`src/hdl/lob_pkg.sv`:
```
package lob_pkg;

  localparam int MAX_ORDERS = 64;
  localparam int IDX_W      = $clog2(MAX_ORDERS);
  localparam int PRICE_BITS = 32;
  localparam int QTY_BITS   = 32;
  localparam int ID_W       = 32;

  localparam logic [ID_W-1:0] ID_LAST = '1;

  localparam logic [1:0] REQ_PLACE  = 2'd0;
  localparam logic [1:0] REQ_DELETE = 2'd1;
  localparam logic [1:0] REQ_MODIFY = 2'd2;

  localparam logic [1:0] ST_OK        = 2'd0;
  localparam logic [1:0] ST_NOT_FOUND = 2'd1;
  localparam logic [1:0] ST_FULL      = 2'd2;

  localparam logic SIDE_BUY  = 1'b0;
  localparam logic SIDE_SELL = 1'b1;

  localparam logic [1:0] OP_NONE  = 2'd0;
  localparam logic [1:0] OP_STORE = 2'd1;
  localparam logic [1:0] OP_CLEAR = 2'd2;
  localparam logic [1:0] OP_QTY   = 2'd3;

  typedef struct packed {
    logic [1:0]            op;
    logic [ID_W-1:0]       id;
    logic [PRICE_BITS-1:0] price;
    logic [QTY_BITS-1:0]   qty;
    logic                  side;
    logic [1:0]            kind;
  } cmd_t;

  typedef struct packed {
    logic [PRICE_BITS-1:0] price;
    logic                  side;
    logic [1:0]            kind;
  } view_t;

  // running best order handed down the cell row
  typedef struct packed {
    logic                  valid;
    logic [PRICE_BITS-1:0] price;
    logic [ID_W-1:0]       id;
    logic [QTY_BITS-1:0]   qty;
  } cand_t;

endpackage

```
`src/hdl/lob_cell.sv`:
```
module lob_cell import lob_pkg::*; (
  input  logic            clk,
  input  logic            rst,
  input  logic            sel,
  input  cmd_t            cmd,
  input  logic [ID_W-1:0] match_id,
  input  cand_t           bid_in,
  input  cand_t           ask_in,
  output logic            occupied,
  output logic            hit,
  output view_t           view,
  output cand_t           bid_out,
  output cand_t           ask_out
);

  logic                  valid;
  logic [ID_W-1:0]       id;
  logic [PRICE_BITS-1:0] price;
  logic [QTY_BITS-1:0]   qty;
  logic                  side;
  logic [1:0]            kind;
  logic                  bid_take;
  logic                  ask_take;

  always_ff @(posedge clk) begin
    if (rst) begin
      valid <= 1'b0;
    end else if (sel) begin
      case (cmd.op)
        OP_STORE: valid <= 1'b1;
        OP_CLEAR: valid <= 1'b0;
        default:  valid <= valid;
      endcase
    end
  end

  always_ff @(posedge clk) begin
    if (sel && cmd.op == OP_STORE) begin
      id    <= cmd.id;
      price <= cmd.price;
      qty   <= cmd.qty;
      side  <= cmd.side;
      kind  <= cmd.kind;
    end else if (sel && cmd.op == OP_QTY) begin
      qty <= cmd.qty;
    end
  end

  assign occupied = valid;
  assign hit      = valid && (id == match_id);
  assign view     = '{price: price, side: side, kind: kind};

  // earlier cells hold no priority by position; ties go to the lower id
  assign bid_take = valid && side == SIDE_BUY &&
                    (!bid_in.valid || price > bid_in.price ||
                     (price == bid_in.price && id < bid_in.id));
  assign ask_take = valid && side == SIDE_SELL &&
                    (!ask_in.valid || price < ask_in.price ||
                     (price == ask_in.price && id < ask_in.id));

  always_ff @(posedge clk) begin
    if (rst) begin
      bid_out <= '0;
      ask_out <= '0;
    end else begin
      bid_out <= bid_take ? '{valid: 1'b1, price: price, id: id, qty: qty} : bid_in;
      ask_out <= ask_take ? '{valid: 1'b1, price: price, id: id, qty: qty} : ask_in;
    end
  end

endmodule

```
`config.mk`:
```
export PLATFORM = sky130hd
export DESIGN_NAME = lob_cell
export DESIGN_NICKNAME = d
export VERILOG_FILES = /design/src/hdl/lob_pkg.sv /design/src/hdl/lob_cell.sv
export SDC_FILE = /design/constraint.sdc
export NUM_CORES = 1
export LEC_CHECK = 0
export ABC_AREA = 1
export BUFFER_PORTS_ARGS = -buffer_cell sky130_fd_sc_hd__buf_2
export CAP_MARGIN = 20
export CORE_AREA = 4 4 218 220
export CTS_CLUSTER_SIZE = 30
export DETAILED_ROUTE_END_ITERATION = 10
export DIE_AREA = 0 0 222 224
export PLACE_DENSITY = 0.66
export SKIP_LAST_GASP = 1
export SLEW_MARGIN = 20
export SYNTH_ARGS = -nofsm -noshare
export SYNTH_HDL_FRONTEND = slang
export SYNTH_SLANG_ARGS = --single-unit
export TNS_END_PERCENT = 20
```
`constraint.sdc`:
```
create_clock -name clk -period 3.2 [get_ports clk]
set_input_delay 0.8 -clock clk [delete_from_list [all_inputs] [get_ports clk]]
set_output_delay 0.8 -clock clk [all_outputs]
set_load 0.05 [all_outputs]
```
After elaboration in Yosys (flattened, before gate mapping)
Cells that the tools add are included.

cells by class
  $lt $le $gt $ge = 4
  eq/ne operators = 6
  mux-type cells = 5
  bitwise gates (word level) = 1
  reduce and logical (&&, ||, !) cells = 18

operators by type and width
  operator            count
  $mux 97             2
  $eq 32x32->1        3
  $lt 32x32->1        3
  $mux 32             2
  $gt 32x32->1        1
  $logic_and 1x1->1   9
  $eq 2x2->1 const B  2
  $logic_or 1x1->1    4
  $reduce_bool 2->1   2
  $eq 2x1->1 const B  1
  $logic_not 1->1     2
  $pmux 1 s2          1
  $reduce_and 2->1    1
  $not 1->1           1

word-level totals
  register bits = 294
  bits of input ports = 330
  output and inout bits = 231

Logic depth before layout (Yosys ltp)
Gate-level depths: netlist (run 1).

  depth after elaboration = 5
  gate-level depth with buffers = 20
  mapped depth without buffers = 18

Worst setup path after synthesis (run 1)
OpenSTA, ideal clock, no wires.

  kind = input to output
  start point = in match_id[27]
  end point = out hit
  arrival time = 2.504 ns
  path slack = -0.104 ns
  stages on the path = 6
  buffers on the path = 0
  cell sequence = a22o_1 > a221oi_1 > nand2_1 > nor2_1 > nand3_1 > nor3_1

between the ends
  longest elaborated chain between the ends = 2

RTL lines
  item                line            source
  start: declaration  lob_cell.sv:6   input logic [ID_W-1:0] match_id,
  $eq 32x32->1        lob_cell.sv:50  assign hit = valid && (id == match_id);
  $logic_and 1x1->1   lob_cell.sv:50
  end: declaration    lob_cell.sv:10  output logic hit,

No other way between the ends.

Worst setup path after layout (run 1)
  start point = reg id[17]
  end point = out hit

between the ends
  longest elaborated chain between the ends = 2

RTL lines
  item                      line            source
  start: declaration        lob_cell.sv:17  logic [ID_W-1:0] id;
  start signal: assignment  lob_cell.sv:39  id <= cmd.id;
  $eq 32x32->1              lob_cell.sv:50
  $logic_and 1x1->1         lob_cell.sv:50

No other way between the ends.

==> qor.yml, run 1 <==
status:
  result_of_the_run: "finished, final reports clean"
floorplanning:
  core.rowCount: 78
  chipWidth_um: 222
  floorplan.initialDensity_pct: 33.0
  num_io_pins: 561
  die_area_um2: 49700
  fp.coreArea_um2: 45300
  die_y_um: 224
logic_synthesis:
  postSynthRegisterBits: 294
  synth_edf_count: 99
  seq_area_frac_synth_pct: 46.0
  yosys.area.top_type_share_pct: 26.1
  syn-instance-count: 1875
  ys_dominant_reg_cell: "dfxtp_1"
  synth.avg_cell_area_um2: 7.97
  yosysWarnings: 0
  synth_area_um2: 14900
  synth_largest_area_cell: "dfxtp_1"
  syn-num-nets: 2334
  synth.top_cells.by_area: "dfxtp_1 26%, edfxtp_1 20%, ha_1 11%, a21oi_1 8.6%, nand2_1 7.9%"
  synth_async_sr_flop_share_pct: 0
  post_synth_num_cell_types: 35
critical_path:
  crit_chain: "inv_1, o22ai_1, nor4_1, nand3_1, nor3_2, buf_4, buf_8"
  critical_path.reg2reg.endpoint: "bid_out[3]$_SDFF_PP0_"
  cp_data_required_time_ps: 2400
  critical_path.max_stage_delay_ps: 450
  end_kind: "output pin"
  cp.arrival_ps: 2400
  internal_reg_to_reg_setup_slack_ps: 400
  worstSetupEndpoint: "hit"
  criticalPathCategory: "register to output pin"
  worst_path_max_delay_cell: "edfxtp_1"
  timing.critical_path.from_type: "register"
  worstPathMaxFanout: 4
  reg2reg_depth: 15
  critical_path.reg2reg.startpoint: "price[29]$_DFFE_PP_"
  crit_start: "id[17]$_DFFE_PP_"
timing:
  min_period_ps: 3200
  max_slew.worst_pin.slew_ps: 617
  setup_viol_count_final: 0
  finalHoldWorstSlack_ps: 438
  worst_slew_margin_rel_pct: 58.9
  achievable_frequency_mhz: 313
  timing.clock.skew_ps: 22.3
  grt_setup_unrepaired: "true"
  final.period_utilization_pct: 99.9
  hold_viol: 0
  final_max_slew_viol_count: 0
cts:
  cts_num_sinks: 294
  root_buffer_selected_by_cts: "clkbuf_16"
  clk_pin_slew_worst_paths_ps: 60
  cts_made_buffers: 36
  worstSkewPairLatency_ps: 540
  tritoncts: "built"
  ctsHoldBuffers: 0
  htree_levels: 2
  max-clock-path-buffers: 3
drt:
  drt.antenna.violating_nets: 0
  first_pass_iters: 5
  routed_wire_length_per_instance_um: 18.1
  totalWireLength_um: 55500
  num_vias: 15024
  post_drt_via_cell_ratio: 4.91
  post-route-drc-count: 0
  dr.first_iter.drc_count: 1118
layout:
  stdcell_count: 3060
  layout_common_cells: "559 x buf_2, 314 x nand2_1, 258 x a21oi_1"
  layout.nets: 2889
  synth_to_final_area_change_pct: 32.7
  drive_above_1_share_pct: 28.6
  multi_input_combinational_cell_area_um2: 6610
  final.fill_count: 4499
  final_common_cell: "buf_2"
  seqCellArea_um2: 6880
placed_design:
  placedCellCount: 2983
  portBuffers: 560
  globalplace.congestion: 0.988
  dpl.hpwl_um: 42900
pwr:
  cellPowerDensity_nw_per_um2: 527
  ir_worst_vdd_mv: 0.397
  power_leakage_nw: 10.3
grt:
  globalRouteTotalUtil_pct: 21.2
  largest_net_degree_at_the_start_of_global_routing: 106
  grt_pass1_wl_um: 83600
  antenna_found_initial: 9
  grt_remaining_overflow: 0
  grt_pass1_vias: 14890
worst_hold_path:
  min-delay-path-class: "input port to register"
run:
  drv_cap: 0
-- metal layers --
| layer | wire length [um] | vias up | global-route usage [%] | share of wire, % |
|---|---|---|---|---|
| li1 | - | 7244 | - | - |
| met1 | 21600 | 6890 | 25.3 | 39 |
| met2 | 26600 | 749 | 36.4 | 48 |
| met3 | 5050 | 133 | 6.12 | 9.1 |
| met4 | 2190 | 8 | 8.04 | 3.9 |
| met5 | 47 | - | 0 | 0.085 |
-- worst min path at each step --
stage,startpoint,end,slack (ps),cells after the start
2_1_floorplan,qty[0]$_DFFE_PP_,bid_out[0]$_SDFF_PP0_,540,4
3_3_place_gp,occupied$_SDFFE_PP0P_,occupied$_SDFFE_PP0P_,540,2
3_5_place_dp,occupied$_SDFFE_PP0P_,occupied$_SDFFE_PP0P_,540,2
4_1_cts,cmd[97],id[30]$_DFFE_PP_,390,1
6_report,cmd[41],price[6]$_DFFE_PP_,440,1
5_1_grt,cmd[97],id[30]$_DFFE_PP_,400,1
-- through the flow --
stage / instance area [um^2] / power (W) / TNS (ps) / utilization (%) / setup slack, ps
3_5_place_dp: 18600 / 0.00659 / -838 / 41.0 / -58.4
3_3_place_gp: 18600 / 0.00656 / -930 / 41.0 / -62.4
2_1_floorplan: 14900 / 0.00579 / 0 / - / 309
4_1_cts: 19700 / 0.0106 / 0 / 43.6 / 12.4
5_1_grt: 19800 / 0.0109 / -10.1 / 43.8 / -10.1
6_report: 19800 / 0.0104 / 0 / 43.8 / 4.17
-- layout make-up --
type | instances | share of cell area (%)
clock buffers | 50 | 5.27
well taps | 600 | 3.79
diodes | 5 | 0.0631
flip-flops and latches | 294 | 34.7
inverters | 254 | 4.87
clock inverters | 13 | 0.398
multi-input cells | 1221 | 33.4
repair buffers | 623 | 17.6
-- flip-flops by register name (all words and copies together), names as in the netlist --
register and flops:
occupied 1, price 32, side 1, qty 32, bid_out 97, id 32, kind 2, ask_out 97
-- power breakdown --
| part | switching (W) | internal (W) | leakage, nW | total [W] |
|---|---|---|---|---|
| clock | 0.00163 | 0.00228 | 0.543 | 0.00391 |
| combinational | 0.00162 | 0.000693 | 7.24 | 0.00231 |
| sequential | 0.000110 | 0.00412 | 2.54 | 0.00423 |
| total | 0.00335 | 0.00709 | 10.3 | 0.0104 |
-- critical path: cells and delay by family, from the launching register on --
kind | cells | cell delay, ps
buffers and inverters | 3 | 460
flip-flops | 1 | 450
AO/OA/AOI/OAI | 1 | 120
AND/OR/NAND/NOR | 3 | 820
-- cell families (layout without fill, tap and decap cells) --
group	Yosys count	count (layout)	share of synthesized area [%]
AND/OR/NAND/NOR	778	778	21.7
buffers and inverters	360	940	10.2
AO/OA/AOI/OAI	310	310	11.0
flip-flops	294	294	46.0
adder cells (fa/ha/maj)	129	129	10.8
XOR/XNOR	4	4	0.235
other	0	5	0
-- cell usage after synthesis (4+ instances only) --
| library cell | instances |
|---|---|
| ha_1 | 129 |
| o21ai_0 | 19 |
| nand3_1 | 206 |
| o21a_1 | 8 |
| or2_2 | 4 |
| o22ai_1 | 9 |
| clkbuf_1 | 50 |
| a221oi_1 | 4 |
| nand2_1 | 316 |
| buf_6 | 20 |
| nor3_1 | 7 |
| buf_1 | 14 |
| edfxtp_1 | 99 |
| inv_1 | 254 |
| buf_2 | 21 |
| a21oi_1 | 258 |
| nor2_1 | 230 |
| nand4_1 | 7 |
| a22o_1 | 6 |
| dfxtp_1 | 195 |
-- what timing repair did --
| item | in CTS | in global routing |
|---|---|---|
| gates resized for setup | 10 | 7 |
| setup endpoints to repair | 1 | 1 |
| pin swaps | 1 | 1 |
| endpoints found under the hold margin | 0 | 0 |
| buffers inserted | 3 | 6 |
No activity file was read; power rests on OpenSTA's default activity.
==> run 2, diff against run 1 <==
--- a/config.mk
+++ b/config.mk
@@ -9,10 +9,12 @@
 export BUFFER_PORTS_ARGS = -buffer_cell sky130_fd_sc_hd__buf_2
 export CAP_MARGIN = 20
 export CORE_AREA = 4 4 218 220
+export CTS_BUF_LIST = sky130_fd_sc_hd__clkbuf_4 sky130_fd_sc_hd__clkbuf_8 sky130_fd_sc_hd__clkbuf_16
 export CTS_CLUSTER_SIZE = 30
 export DETAILED_ROUTE_END_ITERATION = 10
 export DIE_AREA = 0 0 222 224
 export PLACE_DENSITY = 0.66
+export RECOVER_POWER = 50
 export SKIP_LAST_GASP = 1
 export SLEW_MARGIN = 20
 export SYNTH_ARGS = -nofsm -noshare
==> qor.yml, run 2 (same netlist as run 1, synthesis figures left out) <==
floorplanning:
  die_area_um2: 49700  # unchanged
  chipWidth_um: 222  # unchanged
  num_io_pins: 561  # unchanged
  fp.coreArea_um2: 45300  # unchanged
  die_y_um: 224  # unchanged
  core.rowCount: 78  # unchanged
  floorplan.initialDensity_pct: 33.0  # unchanged
placed_design:
  portBuffers: 560  # unchanged
  dpl.hpwl_um: 42900  # unchanged
  postPlaceCellArea_um2: 18600  # unchanged
  globalplace.congestion: 0.988  # unchanged
pwr:
  cellPowerDensity_nw_per_um2: 533  # +1.1%
  power_leakage_nw: 9.91  # -4.0%
  power_frac_clock_pct: 37.9  # +0.5 points
  ir_worst_vdd_mv: 0.399  # +0.34%
  power.share.switching_pct: 32.1  # about the same
  power.switching_w: 0.00337  # +0.40%
  power_report.internal_total_w: 0.00711  # +0.28%
  logic_gate_share_of_total_power_pct: 21.7  # -0.4 points
  power.sequential.fraction_pct: 40.4  # about the same
critical_path:
  cp_data_required_time_ps: 2400  # about the same
  reg2reg_depth: 15  # unchanged
  timing.critical_path.from_type: "register"
  criticalPathCategory: "register to output pin"
  internal_reg_to_reg_setup_slack_ps: 340  # -60 ps
  end_kind: "output pin"
  cp.arrival_ps: 2380  # -20 ps
  worstPathMaxFanout: 5  # +1
timing:
  worst_slew_margin_rel_pct: -35.8  # -95 points
  final_max_slew_viol_count: 106  # +106
  final.period_utilization_pct: 99.3  # -0.59 points
  max_slew.worst_pin.slew_ps: 2040  # +1420 ps
  min_period_ps: 3180  # -18.9 ps
  hold_viol: 0  # unchanged
  finalHoldWorstSlack_ps: 437  # -1.95 ps
  achievable_frequency_mhz: 315  # +0.60%
  tns_ps: 0  # unchanged
  timing.clock.skew_ps: 23.7  # +1.40 ps
  setup_viol_count_final: 0  # unchanged
  grt_setup_unrepaired: "true"
grt:
  grt_pass1_wl_um: 83700  # +0.12%
  grt_pass1_vias: 14908  # +0.12%
  globalRouteTotalUtil_pct: 21.2  # +0.026 points
  largest_net_degree_at_the_start_of_global_routing: 106  # unchanged
  grt_remaining_overflow: 0  # unchanged
  antenna_found_initial: 9  # unchanged
cts:
  tritoncts: "built"
  root_buffer_selected_by_cts: "clkbuf_16"
  cts_made_buffers: 36  # unchanged
  worstSkewPairLatency_ps: 540  # about the same
  cts_num_sinks: 294  # unchanged
  htree_levels: 2  # unchanged
  max-clock-path-buffers: 3  # unchanged
  clk_pin_slew_worst_paths_ps: 60  # about the same
status:
  failed_checks: "capacitance limit, slew limit"
  result_of_the_run: "finished, violations left"
drt:
  maxUsedRoutingLayer: "met5"
  totalWireLength_um: 55700  # +0.31%
  routed_wire_length_per_instance_um: 18.2  # +0.31%
  first_pass_iters: 5  # unchanged
  met1Wirelength_um: 21700  # +0.34%
  num_vias: 15024  # unchanged
  drt.antenna.violating_nets: 0  # unchanged
  dr.first_iter.drc_count: 1002  # -10%
  post_drt_via_cell_ratio: 4.91  # unchanged
  wl_met3_um: 5130  # +1.7%
  post-route-drc-count: 0  # unchanged
  dr_wl_met2_um: 26600  # about the same
worst_hold_path:
  min-delay-path-class: "input port to register"
  worstHoldPathCells: 1  # unchanged
layout:
  layout.nets: 2889  # unchanged
  layout_common_cells: "441 x buf_2, 314 x nand2_1, 258 x a21oi_1"
  final_core_utilization_pct: 43.4  # -0.35 points
  final_area_um2: 19700  # -0.79%
  final.fill_count: 4558  # +1.3%
  layout_top_registers: "ask_out: 97 flops, bid_out: 97 flops"
  final_common_cell: "buf_2"
  drive_above_1_share_pct: 24.0  # -4.6 points
  synth_to_final_area_change_pct: 31.7
run:
  drv_cap: 1  # +1
run 2: layout make-up:
| class | instances | area, um^2 | area share (%) |
|---|---|---|---|
| multi-input combinational | 1221 | 6610 | 33.6 |
| clock inverter | 13 | 78.8 | 0.401 |
| tap | 600 | 751 | 3.82 |
| sequential | 294 | 6880 | 35.0 |
| clock buffer | 50 | 1070 | 5.43 |
| timing repair buffer | 623 | 3310 | 16.8 |
| inverter | 254 | 965 | 4.90 |
| antenna | 5 | 12.5 | 0.0636 |
run 2: repair_timing:
action | 4_1_cts | 5_1_grt
hold buffers | 0 | 0
gates resized for setup | 10 | 7
setup endpoints to repair | 1 | 1
hold endpoints to repair | 0 | 0
pin swaps | 1 | 1
setup buffers | 3 | 6
run 2: power by group through the flow:
stage	Clock [W]	Sequential (W)	Combinational, W
floorplan	0	0.00495	0.000840
global placement	0	0.00430	0.00226
detailed placement	0	0.00431	0.00228
CTS	0.00407	0.00423	0.00230
global route	0.00423	0.00425	0.00247
finish	0.00397	0.00423	0.00228
run 2: routing by layer:
layer	track usage, %	up-vias
met4	8.04	8
li1	-	7242
met1	25.3	6915
met3	6.13	136
met5	0	-
met2	36.5	723
run 2: critical path: stages (launching register included):
cell and delay, ps:
edfxtp_1 450, or2_2 330, a221oi_2 380, nand3_1 140
nor3_2 230, buf_4 170, buf_8 130
run 2: path summary, 6_finish.rpt:
check	endpoint	from
worst min-delay path	id[12]$_DFFE_PP_	cmd[79]
worst max register to register	bid_out[9]$_SDFF_PP0_	price[29]$_DFFE_PP_
worst max-delay path	hit	id[16]$_DFFE_PP_
worst min register to register	occupied$_SDFFE_PP0P_	occupied$_SDFFE_PP0P_
run 2: through the flow:
step / std cells / worst slack [ps] / power, W
4_1_cts: 3049 / 12.4 / 0.0106
2_1_floorplan: 1875 / 309 / 0.00579
6_report: 3060 / 23.1 / 0.0105
5_1_grt: 3059 / -10.1 / 0.0110
3_3_place_gp: 2983 / -62.4 / 0.00656
3_5_place_dp: 2983 / -58.4 / 0.00659
